[src/rtl/single_line_writeback_byte_cache_unit_defines.svh]
// Assertion macros shared by the cache unit.
`ifndef SINGLE_LINE_WRITEBACK_BYTE_CACHE_UNIT_DEFINES_SVH
`define SINGLE_LINE_WRITEBACK_BYTE_CACHE_UNIT_DEFINES_SVH

// Check a condition in the same cycle as its trigger.
`define SLWBC_ASSERT_SAME(label, clk, rst_n, ante, cons, msg) \
    label: assert property (@(posedge clk) disable iff (!rst_n) (ante) |-> (cons)) \
        else $error(msg);

// Check a condition in the cycle after its trigger.
`define SLWBC_ASSERT_NEXT(label, clk, rst_n, ante, cons, msg) \
    label: assert property (@(posedge clk) disable iff (!rst_n) (ante) |=> (cons)) \
        else $error(msg);

`endif

[src/rtl/slwbc_pkg.sv]
package slwbc_pkg;

    // Geometry; LINE_BYTES must be a power of two
    localparam int LINE_BYTES      = 8;
    localparam int ADDR_BITS       = 16;
    localparam int ADDR_W          = 16;
    localparam int INVALIDATE_ADDR = 65535;
    localparam int IDX_BITS        = $clog2(LINE_BYTES);
    localparam int LINE_BITS       = ADDR_BITS - IDX_BITS;
    localparam int MEM_DEPTH       = 2 ** ADDR_BITS;

    typedef logic [ADDR_BITS-1:0] t_maddr;
    typedef logic [LINE_BITS-1:0] t_line;
    typedef logic [IDX_BITS-1:0]  t_idx;
    typedef logic [ADDR_W-1:0]    t_addr;
    typedef logic [7:0]           t_byte;

    typedef enum logic [1:0] {
        OP_READ    = 2'd0,
        OP_WRITE   = 2'd1,
        OP_ENABLE  = 2'd2,
        OP_DISABLE = 2'd3
    } t_op;

    typedef enum logic [2:0] {
        S_CLEAR,
        S_IDLE,
        S_DECODE,
        S_FLUSH,
        S_POST,
        S_FILL,
        S_BYTE_FILL,
        S_RESULT
    } t_state;

    // Action that follows a write-back pass
    typedef enum logic [1:0] {
        POST_FILL,
        POST_NEW_LINE,
        POST_DONE,
        POST_OFF
    } t_post;

    typedef enum logic [3:0] {
        DEC_OFF_RD,
        DEC_INV_RD,
        DEC_RD_MISS,
        DEC_RD_BYTE,
        DEC_RD_HIT,
        DEC_OFF_WR,
        DEC_INV_WR,
        DEC_WR_HIT,
        DEC_WR_NEW,
        DEC_ENABLE,
        DEC_DISABLE
    } t_dec;

    typedef enum logic [1:0] {
        RES_ZERO,
        RES_MEM,
        RES_LINE
    } t_res_sel;

    typedef enum logic [1:0] {
        MISS_NO,
        MISS_YES,
        MISS_WROTE
    } t_miss_sel;

    // Controller to datapath
    typedef struct packed {
        logic      load_in;
        logic      clr_mem;
        logic      flush_step;
        logic      fill_step;
        logic      byte_rd;
        logic      byte_fill;
        logic      off_rd;
        logic      off_wr;
        logic      clr_valid;
        logic      store_wr;
        logic      take_line;
        logic      set_on;
        logic      set_off;
        logic      res_load;
        t_res_sel  res_sel;
        t_miss_sel miss_sel;
        t_maddr    cnt;
    } t_cmd;

    // Datapath to controller
    typedef struct packed {
        t_op  op;
        logic cache_on;
        logic is_inv;
        logic line_hit;
        logic any_valid;
        logic idx_valid;
        logic idx_dirty;
    } t_stat;

endpackage

[src/rtl/slwbc_ctrl.sv]
module slwbc_ctrl (
    input  logic              i_clk,
    input  logic              i_rst_n,
    input  logic              i_valid,
    input  logic              i_out_stall,
    input  slwbc_pkg::t_stat  i_stat,
    output logic              o_stall,
    output logic              o_valid,
    output slwbc_pkg::t_cmd   o_cmd
);

    slwbc_pkg::t_state    r_state, n_state;
    slwbc_pkg::t_maddr    r_cnt, n_cnt;
    slwbc_pkg::t_post     r_post, n_post;
    slwbc_pkg::t_res_sel  r_res_sel, n_res_sel;
    slwbc_pkg::t_miss_sel r_miss_sel, n_miss_sel;
    logic                 r_out_valid, n_out_valid;
    slwbc_pkg::t_dec      dec;
    logic                 slot_free;
    logic                 flush_last;
    logic                 fill_last;

    assign slot_free  = !r_out_valid || !i_out_stall;
    assign flush_last = (r_cnt == slwbc_pkg::t_maddr'(slwbc_pkg::LINE_BYTES - 1));
    assign fill_last  = (r_cnt == slwbc_pkg::t_maddr'(slwbc_pkg::LINE_BYTES));

    // Classify the held word against the cache state
    always_comb begin
        dec = slwbc_pkg::DEC_ENABLE;
        case (i_stat.op)
            slwbc_pkg::OP_READ: begin
                if (!i_stat.cache_on) begin
                    dec = slwbc_pkg::DEC_OFF_RD;
                end else if (i_stat.is_inv) begin
                    dec = slwbc_pkg::DEC_INV_RD;
                end else if (!i_stat.line_hit || !i_stat.any_valid) begin
                    dec = slwbc_pkg::DEC_RD_MISS;
                end else if (!i_stat.idx_valid && !i_stat.idx_dirty) begin
                    dec = slwbc_pkg::DEC_RD_BYTE;
                end else begin
                    dec = slwbc_pkg::DEC_RD_HIT;
                end
            end
            slwbc_pkg::OP_WRITE: begin
                if (!i_stat.cache_on) begin
                    dec = slwbc_pkg::DEC_OFF_WR;
                end else if (i_stat.is_inv) begin
                    dec = slwbc_pkg::DEC_INV_WR;
                end else if (i_stat.line_hit) begin
                    dec = slwbc_pkg::DEC_WR_HIT;
                end else begin
                    dec = slwbc_pkg::DEC_WR_NEW;
                end
            end
            slwbc_pkg::OP_ENABLE:  dec = slwbc_pkg::DEC_ENABLE;
            slwbc_pkg::OP_DISABLE: dec = slwbc_pkg::DEC_DISABLE;
            default:               dec = slwbc_pkg::DEC_ENABLE;
        endcase
    end

    // Next state
    always_comb begin
        n_state    = r_state;
        n_cnt      = r_cnt;
        n_post     = r_post;
        n_res_sel  = r_res_sel;
        n_miss_sel = r_miss_sel;
        case (r_state)
            slwbc_pkg::S_CLEAR: begin
                n_cnt = r_cnt + 1'b1;
                if (&r_cnt) begin
                    n_state = slwbc_pkg::S_IDLE;
                end
            end
            slwbc_pkg::S_IDLE: begin
                n_cnt = '0;
                if (i_valid) begin
                    n_state = slwbc_pkg::S_DECODE;
                end
            end
            slwbc_pkg::S_DECODE: begin
                n_cnt = '0;
                case (dec)
                    slwbc_pkg::DEC_OFF_RD: begin
                        n_state    = slwbc_pkg::S_RESULT;
                        n_res_sel  = slwbc_pkg::RES_MEM;
                        n_miss_sel = slwbc_pkg::MISS_YES;
                    end
                    slwbc_pkg::DEC_RD_MISS: begin
                        n_state    = slwbc_pkg::S_FLUSH;
                        n_post     = slwbc_pkg::POST_FILL;
                        n_res_sel  = slwbc_pkg::RES_LINE;
                        n_miss_sel = slwbc_pkg::MISS_YES;
                    end
                    slwbc_pkg::DEC_RD_BYTE: begin
                        n_state    = slwbc_pkg::S_BYTE_FILL;
                        n_res_sel  = slwbc_pkg::RES_LINE;
                        n_miss_sel = slwbc_pkg::MISS_YES;
                    end
                    slwbc_pkg::DEC_RD_HIT: begin
                        n_state    = slwbc_pkg::S_RESULT;
                        n_res_sel  = slwbc_pkg::RES_LINE;
                        n_miss_sel = slwbc_pkg::MISS_NO;
                    end
                    slwbc_pkg::DEC_OFF_WR: begin
                        n_state    = slwbc_pkg::S_RESULT;
                        n_res_sel  = slwbc_pkg::RES_ZERO;
                        n_miss_sel = slwbc_pkg::MISS_YES;
                    end
                    slwbc_pkg::DEC_INV_WR: begin
                        n_state    = slwbc_pkg::S_FLUSH;
                        n_post     = slwbc_pkg::POST_DONE;
                        n_res_sel  = slwbc_pkg::RES_ZERO;
                        n_miss_sel = slwbc_pkg::MISS_WROTE;
                    end
                    slwbc_pkg::DEC_WR_NEW: begin
                        n_state    = slwbc_pkg::S_FLUSH;
                        n_post     = slwbc_pkg::POST_NEW_LINE;
                        n_res_sel  = slwbc_pkg::RES_ZERO;
                        n_miss_sel = slwbc_pkg::MISS_WROTE;
                    end
                    slwbc_pkg::DEC_DISABLE: begin
                        n_state    = slwbc_pkg::S_FLUSH;
                        n_post     = slwbc_pkg::POST_OFF;
                        n_res_sel  = slwbc_pkg::RES_ZERO;
                        n_miss_sel = slwbc_pkg::MISS_NO;
                    end
                    default: begin
                        // invalidate read, write hit and enable finish here
                        n_state    = slwbc_pkg::S_RESULT;
                        n_res_sel  = slwbc_pkg::RES_ZERO;
                        n_miss_sel = slwbc_pkg::MISS_NO;
                    end
                endcase
            end
            slwbc_pkg::S_FLUSH: begin
                n_cnt = r_cnt + 1'b1;
                if (flush_last) begin
                    n_cnt = '0;
                    if (r_post == slwbc_pkg::POST_FILL) begin
                        n_state = slwbc_pkg::S_FILL;
                    end else begin
                        n_state = slwbc_pkg::S_POST;
                    end
                end
            end
            slwbc_pkg::S_POST: begin
                n_state = slwbc_pkg::S_RESULT;
            end
            slwbc_pkg::S_FILL: begin
                n_cnt = r_cnt + 1'b1;
                if (fill_last) begin
                    n_cnt   = '0;
                    n_state = slwbc_pkg::S_RESULT;
                end
            end
            slwbc_pkg::S_BYTE_FILL: begin
                n_state = slwbc_pkg::S_RESULT;
            end
            slwbc_pkg::S_RESULT: begin
                if (slot_free) begin
                    n_state = slwbc_pkg::S_IDLE;
                end
            end
            default: begin
                n_state = slwbc_pkg::S_IDLE;
            end
        endcase
    end

    // Commands to the datapath
    always_comb begin
        o_cmd          = '0;
        o_cmd.res_sel  = r_res_sel;
        o_cmd.miss_sel = r_miss_sel;
        o_cmd.cnt      = r_cnt;
        case (r_state)
            slwbc_pkg::S_CLEAR: o_cmd.clr_mem = 1'b1;
            slwbc_pkg::S_IDLE:  o_cmd.load_in = i_valid;
            slwbc_pkg::S_DECODE: begin
                case (dec)
                    slwbc_pkg::DEC_OFF_RD: o_cmd.off_rd    = 1'b1;
                    slwbc_pkg::DEC_INV_RD: o_cmd.clr_valid = 1'b1;
                    slwbc_pkg::DEC_RD_BYTE: o_cmd.byte_rd  = 1'b1;
                    slwbc_pkg::DEC_OFF_WR: o_cmd.off_wr    = 1'b1;
                    slwbc_pkg::DEC_WR_HIT: o_cmd.store_wr  = 1'b1;
                    slwbc_pkg::DEC_ENABLE: o_cmd.set_on    = 1'b1;
                    default: ;
                endcase
            end
            slwbc_pkg::S_FLUSH: o_cmd.flush_step = 1'b1;
            slwbc_pkg::S_POST: begin
                case (r_post)
                    slwbc_pkg::POST_NEW_LINE: begin
                        o_cmd.take_line = 1'b1;
                        o_cmd.clr_valid = 1'b1;
                        o_cmd.store_wr  = 1'b1;
                    end
                    slwbc_pkg::POST_OFF: o_cmd.set_off = 1'b1;
                    default: ;
                endcase
            end
            slwbc_pkg::S_FILL: begin
                o_cmd.fill_step = 1'b1;
                o_cmd.take_line = fill_last;
            end
            slwbc_pkg::S_BYTE_FILL: o_cmd.byte_fill = 1'b1;
            slwbc_pkg::S_RESULT:    o_cmd.res_load  = slot_free;
            default: ;
        endcase
    end

    // Output word flag: set on load, drop when taken
    always_comb begin
        n_out_valid = r_out_valid;
        if (o_cmd.res_load) begin
            n_out_valid = 1'b1;
        end else if (!i_out_stall) begin
            n_out_valid = 1'b0;
        end
    end

    always_ff @(posedge i_clk) begin
        if (!i_rst_n) begin
            r_state     <= slwbc_pkg::S_CLEAR;
            r_cnt       <= '0;
            r_post      <= slwbc_pkg::POST_DONE;
            r_res_sel   <= slwbc_pkg::RES_ZERO;
            r_miss_sel  <= slwbc_pkg::MISS_NO;
            r_out_valid <= 1'b0;
        end else begin
            r_state     <= n_state;
            r_cnt       <= n_cnt;
            r_post      <= n_post;
            r_res_sel   <= n_res_sel;
            r_miss_sel  <= n_miss_sel;
            r_out_valid <= n_out_valid;
        end
    end

    assign o_stall = (r_state != slwbc_pkg::S_IDLE);
    assign o_valid = r_out_valid;

endmodule

[config.mk]
export PLATFORM = sky130hd
export DESIGN_NAME = slwbc_ctrl
export DESIGN_NICKNAME = d
export VERILOG_FILES = /design/src/rtl/single_line_writeback_byte_cache_unit_defines.svh /design/src/rtl/slwbc_pkg.sv /design/src/rtl/slwbc_ctrl.sv
export SDC_FILE = /design/constraint.sdc
export NUM_CORES = 1
export LEC_CHECK = 0
export BUFFER_PORTS_ARGS = -buffer_cell sky130_fd_sc_hd__clkbuf_2
export CORE_MARGIN = 2
export CORE_UTILIZATION = 51
export DETAILED_ROUTE_END_ITERATION = 8
export GPL_ROUTABILITY_DRIVEN = 1
export GPL_TIMING_DRIVEN = 0
export PLACE_DENSITY = 0.88
export SLEW_MARGIN = 20
export SYNTH_ARGS = -nofsm -noshare
export SYNTH_HDL_FRONTEND = slang
export SYNTH_SLANG_ARGS = --single-unit
[constraint.sdc]
create_clock -name i_clk -period 2.2 [get_ports i_clk]
set_input_delay 0.44 -clock i_clk [delete_from_list [all_inputs] [get_ports i_clk]]
set_output_delay 0.44 -clock i_clk [all_outputs]
set_load 0.02 [all_outputs]
# Word-level counts from Yosys, hierarchy flattened
# Cells that the tools add are included.
# op_classes
n_eq_ne	31
reduce_logical	24
muxes	44
addsub	1
# ops
cell	n
$pmux W16 S4	1
$mux W16	2
$mux W3	10
$pmux W3 S7	1
$mux W1	19
$add A16 B1 Y16 const B	1
$eq A16 B3 Y1 const B	1
$eq A16 B4 Y1 const B	1
$eq A4 B3 Y1 const B	4
$pmux W4 S4	1
$reduce_and A16 Y1	1
$eq A3 B3 Y1 const B	4
$eq A4 B4 Y1 const B	3
$mux W4	3
$pmux W2 S2	3
$ne A2 B2 Y1 const B	5
$eq A4 B2 Y1 const B	2
$pmux W2 S4	1
$reduce_bool A4 Y1	2
$reduce_or A4 Y1	2
$eq A2 B2 Y1 const B	3
$eq A3 B2 Y1 const B	2
$logic_not A1 Y1	6
$pmux W3 S2	1
16 further kinds	21
# totals
ff_bits	26
out_inout_bits	36
wordCells	106

# Logic depth before layout (Yosys ltp)
# Gate-level depths: netlist of the first run.
# logic_depth
depth_word	11
depth_mapped	8
ltp_nobuf	7

# Worst setup path after synthesis of the first run
# No wires, ideal clock.
# synth_timing
path_kind	input -> output
startpoint	input i_stat[6] (netlist bit)
endpoint	output o_cmd[25] (netlist bit)
t_arrival_ns	1.917
stages	6
slack_ns	-0.157
t_required_ns	1.760
path_buffers	1
cell_sequence	buf_2 > or3b_2 > o311a_1 > nand2_1 > nand3_1 > o21ai_0
# synth_lines
element	line	source
start, declared	slwbc_ctrl.sv:6	input slwbc_pkg::t_stat i_stat,
end, declared	slwbc_ctrl.sv:9	output slwbc_pkg::t_cmd o_cmd

==> results.sh, run 1 <==
export IMPL_status="complete, no violations"
export IMPL_slowest_delay_ps=410
export IMPL_power_density_nw_per_um2=832
export IMPL_cp_buffers_inverters=2
export IMPL_port_buffers=46
export IMPL_syn_nets=214
export IMPL_grt_pass1_wl_mm=6.02
export IMPL_rsz0062_at_grt="false"
export IMPL_dpl_hpwl_mm=2.87
export IMPL_synth_avg_cell_area_um2=8.25
export IMPL_hold_start="i_out_stall"
export IMPL_cts_tree="done"
export IMPL_slew_headroom=0.660
export IMPL_dieArea_um2=3710
export IMPL_syn_instance_count=200
export IMPL_core_area_um2=3080
export IMPL_htree_levels=1
export IMPL_die_w_um=60.9
export IMPL_viasPerCell=5.67
export IMPL_hold_path_class="in -> reg"
export IMPL_start_kind="primary input"
export IMPL_clk_pin_slew_ps=150
export IMPL_worstMarginPinSlew_ps=508
export IMPL_routed_wl_mm=3.91
export IMPL_numClockSinks=26
export IMPL_antenna_cells=0
export IMPL_grt_overflow=0
export IMPL_start_util=0.536
export IMPL_wl_met1_mm=1.71
export IMPL_synth_edf_count=0
export IMPL_synth_top_area_frac=0.315
export IMPL_crit_arrival_ps=1680
export IMPL_crit_slowest_cell="or3b_4"
export IMPL_place_area_um2=1940
export IMPL_grt_max_degree=16
export IMPL_cp_depth=7
export IMPL_yosysTopAreaCell="dfxtp_1"
export IMPL_nets=266
export IMPL_finalSetupViolations=0
export IMPL_critPathRequiredTime_ps=1760
export IMPL_synth_area_leaders="dfxtp_1, xor2_1, nand2_1"
export IMPL_cts_buffers_inserted=3
export IMPL_antenna_found_initial=0
export IMPL_critPathKind="in -> out"
export IMPL_synth_warnings=0
export IMPL_peakVddDrop_mv=0.409
export IMPL_io_pin_count=48
export IMPL_hold_depth=3
export IMPL_crit_start="i_stat[7]"
export IMPL_finalInstanceArea_um2=2070
export IMPL_finalHoldViolations=0
export IMPL_grt_pass1_vias=1366
export IMPL_cts_path_max_buffers=2
export IMPL_worstReg2RegStart="r_cnt[0]$_SDFFE_PN0P_"
export IMPL_mostFrequentLayoutCells="clkbuf_2, dfxtp_1, nand2_1"
export IMPL_drt_pass1_iter_count=4
export IMPL_leakage_nw=0.857
export IMPL_synthArstFlopShare=0
export IMPL_layout_commonest_cell="clkbuf_2"
export IMPL_yosysSeqAreaShare=0.315
export IMPL_place_gp_congestion=0.867
export IMPL_finalCritPeriodShare=0.965
export IMPL_cp_end_kind="primary output"
export IMPL_wire_per_inst_um=13.3
export IMPL_crit_chain="clkbuf_2 -> or3b_4 -> o311a_1 -> nand2_2 -> nand2_1 -> o31ai_2 -> buf_4"
export IMPL_seqCellArea_um2=523
export IMPL_fmax_mhz=471
export IMPL_postRouteAntennaNets=0
export IMPL_fillers=243
export IMPL_wl_met2_mm=1.86
export IMPL_drtIter0Drc=94
export IMPL_place_worst_setup_slack_ps=-82.6
export IMPL_cts_root_buf="clkbuf_4"
export IMPL_die_h_um=60.9
export IMPL_syn_cell_area_um2=1650
export IMPL_skew_ps=6.99
export IMPL_min_period_ps=2120
export IMPL_drive_above_1_share=0.351
export IMPL_setup_slack_ps=76.7
export IMPL_clk_latency_ps=340
export IMPL_syn_to_final_growth_pct=25.2
export IMPL_drc=0
export IMPL_synthFlopType="dfxtp_1"
export IMPL_top_layer="met4"
export IMPL_r2r_cells=7
export IMPL_wl_met3_um=287
export IMPL_row_count=20
export IMPL_synth_seq_cells=26
export IMPL_path_delay_family="simple AND/OR/NAND/NOR gates"
export IMPL_multi_input_area_um2=1100
export IMPL_finalMaxSlewViolations=0
export IMPL_ys_types=49
export IMPL_via_count=1673
export IMPL_track_usage=0.214
export IMPL_maxCapViolations=0
export IMPL_path_max_fanout=7
[layout make-up]
class / count / share of cell area
flip-flops and latches: 26 / 0.253
plain buffers: 8 / 0.0309
well taps: 44 / 0.0266
inverters: 6 / 0.0109
clock buffers: 3 / 0.0109
clock inverters: 1 / 0.0145
multi-input cells: 159 / 0.530
repair buffers: 48 / 0.123
[synthesized netlist by cell type (2+ instances only)]
| master | count |
|---|---|
| dfxtp_1 | 26 |
| nand2_1 | 20 |
| nor2_1 | 14 |
| xor2_1 | 11 |
| nor2_2 | 10 |
| o21ai_0 | 10 |
| nand3_1 | 9 |
| inv_1 | 6 |
| nand2b_1 | 6 |
| nand4_1 | 6 |
| nor2b_1 | 6 |
| a21oi_1 | 5 |
| a21boi_0 | 4 |
| and2_1 | 4 |
| clkbuf_1 | 4 |
| nor3_1 | 4 |
| xnor2_1 | 4 |
| a221oi_1 | 3 |
| a31oi_1 | 3 |
| and3_1 | 3 |
| and4_1 | 3 |
| buf_2 | 3 |
| a2111oi_2 | 2 |
| a211oi_1 | 2 |
| and3b_1 | 2 |
| ha_1 | 2 |
| nor4_4 | 2 |
| o211ai_1 | 2 |
| o21a_1 | 2 |
| o22ai_1 | 2 |
| or3_1 | 2 |
[worst min-delay path, cell delays in order]
cell and delay [ps]:
clkbuf_2 100, nand2_1 80, a21boi_0 70
[stage by stage]
stage	setup TNS, ps	power (W)	hold slack, ps	utilization	std cells
final	0	0.00172	389	0.672	295
after global routing	0	0.00183	389	0.672	295
after CTS	-8.11	0.00168	391	0.661	295
after detailed placement	-269	0.00130	481	0.630	290
after global placement	-170	0.00129	472	0.630	290
after floorplan	-5.92	0.00112	480	-	200
[routing by layer]
metal,GRT usage,vias up
met5,0,-
met4,0.0652,0
met3,0.0405,6
met2,0.336,65
met1,0.297,780
li1,-,822
[worst paths after layout]
path                               end  slack [ps]
max reg2reg      r_cnt[6]$_SDFFE_PN0P_         270
min reg2reg  r_res_sel[1]$_SDFFE_PN0P_         500
max                          o_cmd[24]          80
min               o_valid$_SDFFE_PN0P_         390
[what timing repair did]
action | CTS | global route
endpoints found under the setup margin | 8 | 7
resized for setup | 12 | 15
buffers inserted | 1 | 1
hold endpoints to repair | 0 | 0
hold buffers | 0 | 0
pin swaps | 1 | 1
[cell families (layout without fill, tap and decap cells)]
family,Yosys count,count (layout),share of synthesized area
buffers and inverters,15,66,0.0432
xor gates and xnor gates,15,15,0.0796
and+or+nand+nor,98,98,0.352
adders and majority gates,2,2,0.0152
AOI/OAI and AO/OA,44,44,0.195
DFF,26,26,0.315
[registers in the layout, summed over array words and instances, names as in the netlist]
register,cells
r_miss_sel,2
o_valid,1
r_cnt,16
r_post,2
r_res_sel,2
r_state,3
[where the power goes]
part	leakage (nW)	total, W	switching (W)	internal, W
Combinational	0.618	0.000783	0.000475	0.000308
Clock	0.0279	0.000342	0.000157	0.000184
Sequential	0.211	0.000596	0.0000657	0.000530
Total	0.857	0.00172	0.000698	0.00102
Power figures use the tool's default switching activity.
==> run 2: changes to the inputs <==
--- a/config.mk
+++ b/config.mk
@@ -12,6 +12,7 @@
 export GPL_ROUTABILITY_DRIVEN = 1
 export GPL_TIMING_DRIVEN = 0
 export PLACE_DENSITY = 0.88
+export REMOVE_ABC_BUFFERS = 1
 export SLEW_MARGIN = 20
 export SYNTH_ARGS = -nofsm -noshare
 export SYNTH_HDL_FRONTEND = slang
==> run 2 against run 1 <==
Clock power down 26%; routed wire length down 2.5%; combinational power is 15% lower; maximum frequency fell by 1.7%; die area is the same; sequential power is 8.6% higher; largest power group unchanged; critical path type unchanged.
==> results.sh, run 2 (synthesized netlist as in run 1, its figures left out) <==
export IMPL_slew_headroom=0.622
export IMPL_cts_buffers_inserted=3
export IMPL_drc=0
export IMPL_regMostFlops="r_cnt"
export IMPL_grt_pass1_vias=1422
export IMPL_via_count=1624
export IMPL_drtIter0Drc=89
export IMPL_peakVddDrop_mv=0.349
export IMPL_port_buffers=47
export IMPL_die_h_um=60.9
export IMPL_track_usage=0.219
export IMPL_wl_met2_mm=1.82
export IMPL_power_density_nw_per_um2=785
export IMPL_finalHoldViolations=0
export IMPL_drt_pass1_iter_count=4
export IMPL_wire_per_inst_um=13.2
export IMPL_finalMaxSlewViolations=0
export IMPL_postRouteAntennaNets=0
export IMPL_fillers=255
export IMPL_multi_input_area_um2=1080
export IMPL_grt_pass1_wl_mm=6.20
export IMPL_path_max_fanout=9
export IMPL_die_w_um=60.9
export IMPL_core_area_um2=3080
export IMPL_place_gp_congestion=0.907
export IMPL_hold_path_class="in -> reg"
export IMPL_dieArea_um2=3710
export IMPL_dpl_hpwl_mm=2.80
export IMPL_status="complete, no violations"
export IMPL_min_period_ps=2160
export IMPL_grt_max_degree=20
export IMPL_critPathRequiredTime_ps=1760
export IMPL_critPathKind="in -> out"
export IMPL_wl_met1_mm=1.74
export IMPL_cp_end_kind="primary output"
export IMPL_finalSetupViolations=0
export IMPL_htree_levels=1
export IMPL_finalCritPeriodShare=0.982
export IMPL_utilization=0.647
export IMPL_syn_to_final_growth_pct=20.6
export IMPL_skew_ps=7.89
export IMPL_start_kind="primary input"
export IMPL_rsz0062_at_grt="false"
export IMPL_crit_chain="clkbuf_4 -> or3b_4 -> o311a_1 -> nand2_2 -> nand2_1 -> o31ai_1 -> buf_4"
export IMPL_path_delay_family="simple AND/OR/NAND/NOR gates"
export IMPL_finalInstanceArea_um2=1990
export IMPL_wl_met3_um=212
export IMPL_cp_buffers_inverters=2
export IMPL_fmax_mhz=463
export IMPL_cts_root_buf="clkbuf_4"
export IMPL_slowest_delay_ps=390
export IMPL_crit_slowest_cell="or3b_4"
export IMPL_routed_wl_mm=3.82
export IMPL_numClockSinks=26
export IMPL_cts_tree="done"
export IMPL_reg_top3="r_cnt (16), r_state (3)"
export IMPL_place_area_um2=1890
export IMPL_maxCapViolations=0
export IMPL_antenna_found_initial=0
export IMPL_drive_above_1_share=0.322
export IMPL_grt_overflow=0
export IMPL_clk_latency_ps=340
export IMPL_row_count=20
export IMPL_layout_commonest_cell="clkbuf_2"
export IMPL_viasPerCell=5.62
export IMPL_mostFrequentLayoutCells="clkbuf_2, dfxtp_1, nand2_1"
export IMPL_top_layer="met4"
export IMPL_leakage_nw=0.819
export IMPL_clk_pin_slew_ps=150
export IMPL_start_util=0.536
export IMPL_io_pin_count=48
export IMPL_nets=260
export IMPL_cts_path_max_buffers=2
export IMPL_worstMarginPinSlew_ps=566
export IMPL_largest_reg_flops=16
export IMPL_antenna_cells=0
export IMPL_seqCellArea_um2=528
export IMPL_crit_arrival_ps=1720
## run 2: cell count changes in the layout (fill, tap and decap cells not counted), moves of 2 or more
| cell | delta |
|---|---|
| dfxtp_4 | +2 |
| o21ai_1 | +3 |
| buf_4 | -2 |
| dfxtp_2 | -2 |
| buf_6 | -2 |
| o21ai_0 | -2 |
## run 2: area by class of cell
class                           count  area share
Multi-Input combinational cell    159       0.544
Sequential cell                    26       0.265
Timing Repair Buffer               50       0.133
Tap cell                           44      0.0277
Clock buffer                        4      0.0182
Inverter                            6      0.0113
## run 2: per-layer routing
metal / track usage / vias to the layer above
met5: 0 / -
met4: 0.0807 / 0
met3: 0.0256 / 4
met2: 0.364 / 55
met1: 0.292 / 754
li1: - / 811
## run 2: path summary, 6_finish.rpt
kind                                   from                         to  slack (ps)  cells past startpoint
hold / removal                  i_out_stall       o_valid$_SDFFE_PN0P_         390                      3
setup / recovery                  i_stat[6]                  o_cmd[24]          40                      7
hold reg to reg   r_res_sel[1]$_SDFFE_PN0P_  r_res_sel[1]$_SDFFE_PN0P_         490                      2
setup reg to reg      r_cnt[1]$_SDFFE_PN0P_      r_cnt[1]$_SDFFE_PN0P_         160                      6
## run 2: tightest hold or removal path: cells and delay by family
family,cells,cell delay [ps]
buffers and inverters,1,100
and+or+nand+nor,1,80
AOI/OAI and AO/OA,1,80
## run 2: metrics by stage
| step | hold WS (ps) | worst slack (ps) | total power (W) | TNS [ps] | std cells |
|---|---|---|---|---|---|
| floorplan | 480 | -31.9 | 0.00108 | -50.3 | 191 |
| global placement | 469 | -191 | 0.00124 | -623 | 282 |
| detailed placement | 478 | -218 | 0.00126 | -811 | 282 |
| CTS | 382 | 0.144 | 0.00156 | 0 | 289 |
| global route | 411 | 4.46 | 0.00166 | 0 | 289 |
| finish | 387 | 39.7 | 0.00156 | 0 | 289 |
## run 2: timing repair
item | 4_1_cts | 5_1_grt
gates resized for setup | 10 | 8
gates cloned | 0 | 0
buffers inserted | 3 | 0
setup endpoints to repair | 8 | 8
pin swaps | 2 | 3
hold buffers | 0 | 0
## run 2: power breakdown
part | leakage [nW] | total [W] | internal [W] | switching, W
Combinational | 0.586 | 0.000663 | 0.000256 | 0.000406
Clock | 0.0210 | 0.000253 | 0.000102 | 0.000151
Sequential | 0.212 | 0.000647 | 0.000535 | 0.000112
Total | 0.819 | 0.00156 | 0.000893 | 0.000670
